## src/rtl/core/lrpw_pkg.sv

```systemverilog
// types, codes and colour conversion helpers for the line raster pixel writer
// depends on: nothing
package lrpw_pkg;

  // item codes
  typedef enum logic {
    OP_START = 1'b0,
    OP_STEP  = 1'b1
  } op_e;

  // pixel formats held in the format register
  typedef enum logic [1:0] {
    PF_RGB332  = 2'd0,
    PF_RGB565  = 2'd1,
    PF_RAW32   = 2'd2,
    PF_RGB565B = 2'd3
  } pix_fmt_e;

  // register indexes on the apb port
  localparam logic [1:0] REG_FRAME_WIDTH  = 2'd0;
  localparam logic [1:0] REG_FRAME_HEIGHT = 2'd1;
  localparam logic [1:0] REG_ROW_STRIDE   = 2'd2;
  localparam logic [1:0] REG_PIXEL_FORMAT = 2'd3;

  localparam int unsigned AddrW = 4;

  // register reset values
  localparam logic [15:0] FrameWidthRst  = 16'd320;
  localparam logic [15:0] FrameHeightRst = 16'd240;
  localparam logic [15:0] RowStrideRst   = 16'd640;

  // input beat
  typedef struct packed {
    op_e                opcode;
    logic signed [15:0] start_x;
    logic signed [15:0] start_y;
    logic signed [15:0] end_x;
    logic signed [15:0] end_y;
    logic        [31:0] line_color;
  } in_item_t;

  // output beat
  typedef struct packed {
    logic signed [15:0] pixel_x;
    logic signed [15:0] pixel_y;
    logic               in_bounds;
    logic        [31:0] byte_address;
    logic        [31:0] pixel_value;
    logic        [2:0]  byte_count;
    logic               last_pixel;
  } out_item_t;

  // bytes per pixel
  function automatic logic [2:0] fmt_bytes(pix_fmt_e fmt);
    logic [2:0] n;
    case (fmt)
      PF_RGB332: n = 3'd1;
      PF_RAW32:  n = 3'd4;
      default:   n = 3'd2;
    endcase
    return n;
  endfunction

  // log2 of bytes per pixel, for the address shift
  function automatic logic [1:0] fmt_shift(pix_fmt_e fmt);
    logic [1:0] s;
    case (fmt)
      PF_RGB332: s = 2'd0;
      PF_RAW32:  s = 2'd2;
      default:   s = 2'd1;
    endcase
    return s;
  endfunction

  // colour packing, red 31:24, green 23:16, blue 15:8
  function automatic logic [31:0] fmt_convert(pix_fmt_e fmt, logic [31:0] c);
    logic [7:0]  r;
    logic [7:0]  g;
    logic [7:0]  b;
    logic [31:0] v;
    r = c[31:24];
    g = c[23:16];
    b = c[15:8];
    case (fmt)
      PF_RGB332: v = {24'd0, r[7:5], g[7:5], b[7:6]};
      PF_RAW32:  v = c;
      default:   v = {16'd0, r[7:3], g[7:2], b[7:3]};
    endcase
    return v;
  endfunction

endpackage

```

## src/rtl/core/line_raster_pixel_writer.sv

```systemverilog
// line raster pixel writer: all-octant line stepping, clipping, address and colour
// depends on: lrpw_pkg
//
// usage
// - input channel in_item_i / in_valid_i / in_stall_o: a start beat loads both
//   endpoints and the colour and gives no output; each step beat gives one pixel
//   and advances the point; a step while no line is active is taken and dropped
// - output channel out_item_o / out_valid_o / out_stall_i: one beat per step,
//   last_pixel set on the far endpoint, after which steps are dropped again
// - apb port writes and reads the frame width, height, row stride and format;
//   writes belong to idle periods only
// - a step's pixel is registered in the output register, or in the skid on a stall
// - throughput: one beat per cycle while in_stall_o is low; the stepping state
//   updates in the same cycle the beat is taken; address uses one 16x16 multiplier
// - the output register is backed by a one-beat skid register, so in_stall_o
//   is a registered flag and rises only once both are full
// - reset: registers return to 320x240, stride 640, rgb565, and no line is active
// - a stalled output beat is held unchanged until taken
module line_raster_pixel_writer (
  input  logic                       clk_i,
  input  logic                       rst_ni,
  // input beats
  input  lrpw_pkg::in_item_t         in_item_i,
  input  logic                       in_valid_i,
  output logic                       in_stall_o,
  // output beats
  output lrpw_pkg::out_item_t        out_item_o,
  output logic                       out_valid_o,
  input  logic                       out_stall_i,
  // configuration
  input  logic                       psel,
  input  logic                       penable,
  input  logic                       pwrite,
  input  logic [lrpw_pkg::AddrW-1:0] paddr,
  input  logic [31:0]                pwdata,
  output logic [31:0]                prdata,
  output logic                       pready
);

  // configuration registers
  logic [15:0]        frame_width_q;
  logic [15:0]        frame_height_q;
  logic [15:0]        row_stride_q;
  lrpw_pkg::pix_fmt_e pixel_format_q;

  logic       cfg_write;
  logic [1:0] cfg_index;

  assign pready    = 1'b1;
  assign cfg_index = paddr[3:2];
  assign cfg_write = psel & penable & pwrite & pready;

  always_ff @(posedge clk_i or negedge rst_ni) begin
    if (!rst_ni) begin
      frame_width_q  <= lrpw_pkg::FrameWidthRst;
      frame_height_q <= lrpw_pkg::FrameHeightRst;
      row_stride_q   <= lrpw_pkg::RowStrideRst;
      pixel_format_q <= lrpw_pkg::PF_RGB565;
    end else if (cfg_write) begin
      case (cfg_index)
        lrpw_pkg::REG_FRAME_WIDTH:  frame_width_q  <= pwdata[15:0];
        lrpw_pkg::REG_FRAME_HEIGHT: frame_height_q <= pwdata[15:0];
        lrpw_pkg::REG_ROW_STRIDE:   row_stride_q   <= pwdata[15:0];
        default:                    pixel_format_q <= lrpw_pkg::pix_fmt_e'(pwdata[1:0]);
      endcase
    end
  end

  // register readback
  always_comb begin
    case (cfg_index)
      lrpw_pkg::REG_FRAME_WIDTH:  prdata = {16'd0, frame_width_q};
      lrpw_pkg::REG_FRAME_HEIGHT: prdata = {16'd0, frame_height_q};
      lrpw_pkg::REG_ROW_STRIDE:   prdata = {16'd0, row_stride_q};
      default:                    prdata = {30'd0, pixel_format_q};
    endcase
  end

  // line state
  logic signed [15:0] cur_x_q, cur_x_d;
  logic signed [15:0] cur_y_q, cur_y_d;
  logic signed [15:0] target_x_q, target_x_d;
  logic signed [15:0] target_y_q, target_y_d;
  logic [15:0]        delta_x_q, delta_x_d;
  logic [15:0]        delta_y_q, delta_y_d;
  logic               dir_x_neg_q, dir_x_neg_d;
  logic               dir_y_neg_q, dir_y_neg_d;
  logic signed [18:0] error_q, error_d;
  logic [31:0]        color_q, color_d;
  logic               active_q, active_d;

  logic in_accept;
  assign in_accept = in_valid_i & ~in_stall_o;

  // start beat set-up: magnitudes and directions
  logic signed [16:0] sx_ext, sy_ext, ex_ext, ey_ext;
  logic signed [16:0] dx_full, dy_full;
  logic signed [18:0] err_start;

  assign sx_ext = 17'(in_item_i.start_x);
  assign sy_ext = 17'(in_item_i.start_y);
  assign ex_ext = 17'(in_item_i.end_x);
  assign ey_ext = 17'(in_item_i.end_y);

  always_comb begin
    dx_full   = (ex_ext >= sx_ext) ? (ex_ext - sx_ext) : (sx_ext - ex_ext);
    dy_full   = (ey_ext >= sy_ext) ? (ey_ext - sy_ext) : (sy_ext - ey_ext);
    err_start = $signed({3'd0, dx_full[15:0]}) - $signed({3'd0, dy_full[15:0]});
  end

  // step: error rule
  logic signed [19:0] e2;
  logic               step_x, step_y;
  logic signed [18:0] err_step;
  logic               at_end;

  always_comb begin
    e2       = {error_q, 1'b0};
    step_x   = e2 > -$signed({4'd0, delta_y_q});
    step_y   = e2 < $signed({4'd0, delta_x_q});
    err_step = error_q
             - (step_x ? $signed({3'd0, delta_y_q}) : 19'sd0)
             + (step_y ? $signed({3'd0, delta_x_q}) : 19'sd0);
    at_end   = (cur_x_q == target_x_q) && (cur_y_q == target_y_q);
  end

  // next line state and result strobe
  logic res_valid;

  always_comb begin
    cur_x_d     = cur_x_q;
    cur_y_d     = cur_y_q;
    target_x_d  = target_x_q;
    target_y_d  = target_y_q;
    delta_x_d   = delta_x_q;
    delta_y_d   = delta_y_q;
    dir_x_neg_d = dir_x_neg_q;
    dir_y_neg_d = dir_y_neg_q;
    error_d     = error_q;
    color_d     = color_q;
    active_d    = active_q;
    res_valid   = 1'b0;
    if (in_accept) begin
      if (in_item_i.opcode == lrpw_pkg::OP_START) begin
        cur_x_d     = in_item_i.start_x;
        cur_y_d     = in_item_i.start_y;
        target_x_d  = in_item_i.end_x;
        target_y_d  = in_item_i.end_y;
        delta_x_d   = dx_full[15:0];
        delta_y_d   = dy_full[15:0];
        dir_x_neg_d = !(sx_ext < ex_ext);
        dir_y_neg_d = !(sy_ext < ey_ext);
        error_d     = err_start;
        color_d     = in_item_i.line_color;
        active_d    = 1'b1;
      end else if (active_q) begin
        res_valid = 1'b1;
        if (at_end) begin
          active_d = 1'b0;
        end else begin
          error_d = err_step;
          if (step_x) begin
            cur_x_d = dir_x_neg_q ? cur_x_q - 16'sd1 : cur_x_q + 16'sd1;
          end
          if (step_y) begin
            cur_y_d = dir_y_neg_q ? cur_y_q - 16'sd1 : cur_y_q + 16'sd1;
          end
        end
      end
    end
  end

  always_ff @(posedge clk_i or negedge rst_ni) begin
    if (!rst_ni) begin
      cur_x_q     <= '0;
      cur_y_q     <= '0;
      target_x_q  <= '0;
      target_y_q  <= '0;
      delta_x_q   <= '0;
      delta_y_q   <= '0;
      dir_x_neg_q <= 1'b0;
      dir_y_neg_q <= 1'b0;
      error_q     <= '0;
      color_q     <= '0;
      active_q    <= 1'b0;
    end else begin
      cur_x_q     <= cur_x_d;
      cur_y_q     <= cur_y_d;
      target_x_q  <= target_x_d;
      target_y_q  <= target_y_d;
      delta_x_q   <= delta_x_d;
      delta_y_q   <= delta_y_d;
      dir_x_neg_q <= dir_x_neg_d;
      dir_y_neg_q <= dir_y_neg_d;
      error_q     <= error_d;
      color_q     <= color_d;
      active_q    <= active_d;
    end
  end

  // clipping, address and colour for the current point
  lrpw_pkg::out_item_t res;
  logic                in_frame;
  logic [31:0]         row_offset;
  logic [17:0]         col_offset;

  always_comb begin
    in_frame   = !cur_x_q[15] && !cur_y_q[15] &&
                 (cur_x_q[15:0] < frame_width_q) && (cur_y_q[15:0] < frame_height_q);
    row_offset = {16'd0, cur_y_q[15:0]} * {16'd0, row_stride_q};
    col_offset = {2'd0, cur_x_q[15:0]} << lrpw_pkg::fmt_shift(pixel_format_q);
    res.pixel_x      = cur_x_q;
    res.pixel_y      = cur_y_q;
    res.in_bounds    = in_frame;
    res.byte_address = in_frame ? row_offset + {14'd0, col_offset} : 32'd0;
    res.pixel_value  = lrpw_pkg::fmt_convert(pixel_format_q, color_q);
    res.byte_count   = lrpw_pkg::fmt_bytes(pixel_format_q);
    res.last_pixel   = at_end;
  end

  // output register with one-beat skid
  lrpw_pkg::out_item_t out_q, skid_q;
  logic                out_valid_q, skid_valid_q;
  logic                out_take;

  assign out_take    = out_valid_q & ~out_stall_i;
  assign in_stall_o  = skid_valid_q;
  assign out_valid_o = out_valid_q;
  assign out_item_o  = out_q;

  // output control
  always_ff @(posedge clk_i or negedge rst_ni) begin
    if (!rst_ni) begin
      out_valid_q  <= 1'b0;
      skid_valid_q <= 1'b0;
    end else if (skid_valid_q) begin
      if (out_take) begin
        skid_valid_q <= 1'b0;
      end
    end else if (res_valid) begin
      if (out_valid_q && !out_take) begin
        skid_valid_q <= 1'b1;
      end else begin
        out_valid_q <= 1'b1;
      end
    end else if (out_take) begin
      out_valid_q <= 1'b0;
    end
  end

  // output payload
  always_ff @(posedge clk_i) begin
    if (skid_valid_q) begin
      if (out_take) begin
        out_q <= skid_q;
      end
    end else if (res_valid) begin
      if (out_valid_q && !out_take) begin
        skid_q <= res;
      end else begin
        out_q <= res;
      end
    end
  end

endmodule

```

## config.mk

```make
export PLATFORM = sky130hd
export DESIGN_NAME = line_raster_pixel_writer
export DESIGN_NICKNAME = d
export VERILOG_FILES = /design/src/rtl/core/lrpw_pkg.sv /design/src/rtl/core/line_raster_pixel_writer.sv
export SDC_FILE = /design/constraint.sdc
export NUM_CORES = 2
export LEC_CHECK = 0
export BUFFER_PORTS_ARGS = -buffer_cell sky130_fd_sc_hd__buf_2
export CAP_MARGIN = 20
export CORE_ASPECT_RATIO = 1.75
export CORE_MARGIN = 4
export CORE_UTILIZATION = 45
export DETAILED_ROUTE_END_ITERATION = 7
export PLACE_DENSITY = 0.65
export SYNTH_ARGS = -nofsm -noshare
export SYNTH_HDL_FRONTEND = slang
export SYNTH_SLANG_ARGS = --single-unit
export TNS_END_PERCENT = 20
```

## constraint.sdc

```tcl
create_clock -name clk_i -period 7 [get_ports clk_i]
set_input_delay 1.05 -clock clk_i [delete_from_list [all_inputs] [get_ports clk_i]]
set_output_delay 1.05 -clock clk_i [all_outputs]
set_load 0.02 [all_outputs]
```

==> results.cfg <==
[run_status]
outcome = finished, final reports clean

[sta]
setup_slack_ps = 229
period_share_pct = 96.7
hold_violations = 0
finalSetupViolCount = 0
period_minus_slack_ps = 6770
fmax_mhz = 148
clock_skew_ps = 24.5
relSlewSlack_pct = 32.0
slew_violations = 0
worst_slew_pin_slew_ps = 1020

[grt]
grt_util_met2_pct = 44.2
grt_start_max_net_pins = 122
antenna_found_initial = 13
grt_use_met3_pct = 3.60
grt_use_met1_pct = 28.8
overflow = 0
grt_use_total_pct = 24.7
grt.busiest_layer = met2
grt_pass1_vias = 27200
grt_first_pass_wirelength_mm = 156

[worst_setup_path]
critPathMaxFanout = 6
slowest_stage = o41ai_1
cp.required_ps = 7500
critPathMaxStageDelay_ps = 560
arrival_ps = 7270
cpMostUsedCell = buf_4
path_class = flip-flop to flip-flop
crit_path_start_kind = flip-flop
cp-end-kind = flip-flop

[route]
finalWirelength_mm = 100
drc_errors = 0
viasPerCell = 5.37
drt-initial-drc-count = 1538
dr.pass1.iters = 5
vias = 26300
drtAntennaViolNets = 0
wl_per_cell_um = 20.5

[logic_synthesis]
synthFlopType = edfxtp_1
synth_cell_type_count = 88
yosys-top-cells-count = inv_1 (505), nand2_1 (496), ha_1 (298)
synth-seq-cells = 404
avgSynthCellArea_um2 = 9.44
synth.most_common_cell = inv_1
yosys_warnings = 0
synthArstFlopShare_pct = 50.0
yosysSeqAreaShare_pct = 32.5
synth_top_cell_by_area = edfxtp_1
synth-edff-count = 202
synth_top_area_share_pct = 17.7
mappedNetlistArea_um2 = 34200
syn_inst = 3626
synth_area_leaders = edfxtp_1 (18%), dfrtp_1 (14%), fa_1 (14%)

[clock_tree]
cts.reportedPaths.clkPinSlew_ps = 70
clock_latency_ps = 600
htreeDepth = 2
cts-buffers-inserted = 42
cts_tree = yes
postCtsHoldBufs = 0
clock_path_buffers = 3
root_buffer = clkbuf_16
cts.sink_count = 404

[finish]
drive_gt1_share_pct = 15.0
final_area_um2 = 38400
num-nets-final = 4513
final_cells = 4894
syn_to_final_growth_pct = 12.0

[placement]
dpl.hpwl_mm = 79.1
gp_congestion = 0.934
io_buffers = 240
placed_cells = 4806
dpl-instance-area_um2 = 36800
dp_slack_ps = 111

[run]
drv_cap = 0

[die]
die_height_um = 373
ios = 276
dieWidth_um = 217
die-area_um2 = 80800
coreArea_um2 = 75400
start_util_pct = 45.4
num_rows = 133

[hold_path]
worstHoldPathType = primary input to asynchronous set/reset pin
-- flip-flops by register name, indices dropped and copies added (netlist names) --
register,count
out_item_o,101
skid_q,101
color_q,32
error_q,19
cur_x_q,16
cur_y_q,16
delta_x_q,16
delta_y_q,16
frame_height_q,16
frame_width_q,16
row_stride_q,16
target_x_q,16
target_y_q,16
pixel_format_q,2
active_q,1
dir_x_neg_q,1
dir_y_neg_q,1
in_stall_o,1
out_valid_o,1
-- critical path: cells and delay by family (launching register included) --
family / cells / cell delay (ps)
adders and majority gates: 3 / 1020
buffers and inverters: 4 / 560
DFF: 1 / 420
and+or+nand+nor: 11 / 2490
muxes: 1 / 340
AOI/OAI and AO/OA: 7 / 1550
xor gates and xnor gates: 2 / 270
-- per-stage QoR --
stage,util (%),hold slack (ps),setup TNS (ps)
final,50.9,422,0
after global routing,50.9,472,-0.0675
after CTS,50.7,447,0
after detailed placement,48.8,455,0
after global placement,48.8,449,0
after floorplan,-,420,0
-- logic make-up (layout without fill, tap and decap cells) --
| logic type | Yosys count | after routing | share of synthesized area (%) |
|---|---|---|---|
| buffers and inverters | 688 | 920 | 7.85 |
| adder cells (fa/ha/maj) | 533 | 533 | 24.6 |
| multiplexers | 171 | 171 | 5.44 |
| AO/OA/AOI/OAI | 636 | 636 | 11.6 |
| other | 2 | 26 | 0.0219 |
| AND/OR/NAND/NOR | 1047 | 1047 | 14.2 |
| flip-flops | 404 | 404 | 32.5 |
| XOR/XNOR | 145 | 145 | 3.71 |
-- worst paths after layout --
check                              from     endpoint  slack, ps  cells after the start
hold / removal                   rst_ni   cur_x_q[8]        420                      1
max in group asynchronous        rst_ni   cur_y_q[5]       5300                      2
setup / recovery           delta_y_q[5]  error_q[15]        230                     28
setup reg to reg           delta_y_q[5]  error_q[15]        230                     28
min in group clk_i          color_q[16]  color_q[16]        470                      2
hold reg to reg             color_q[16]  color_q[16]        470                      2
-- per-layer routing --
metal,up-vias,wire (um)
li1,12500,-
met1,12800,38600
met2,694,51100
met3,217,4900
met4,6,5810
met5,-,43
-- cell usage in the layout, fill, tap and decap left out, types with 67 or more instances in the layout --
master	count
inv_1	505
nand2_1	495
ha_1	298
buf_2	239
fa_1	235
edfxtp_1	202
o21ai_0	192
dfrtp_1	177
nor2_1	170
a21oi_1	165
and2_1	134
xnor2_1	102
mux2_2	102
buf_4	93
mux2i_1	67
-- layout make-up --
class,count,area [um2]
timing repair buffer,337,1990
multi-input combinational,2549,20600
inverter,506,1900
clock inverter,27,313
tap,1012,1270
antenna,9,22.5
sequential,404,11200
fill,7120,37000
clock buffer,50,1120
-- what timing repair did --
action	in CTS	in global routing
gates resized for setup	0	26
setup buffers	0	2
setup endpoints to repair	0	24
Power is not shown: default switching activity piles up to over one toggle a cycle in this logic, so the estimate is an artifact.
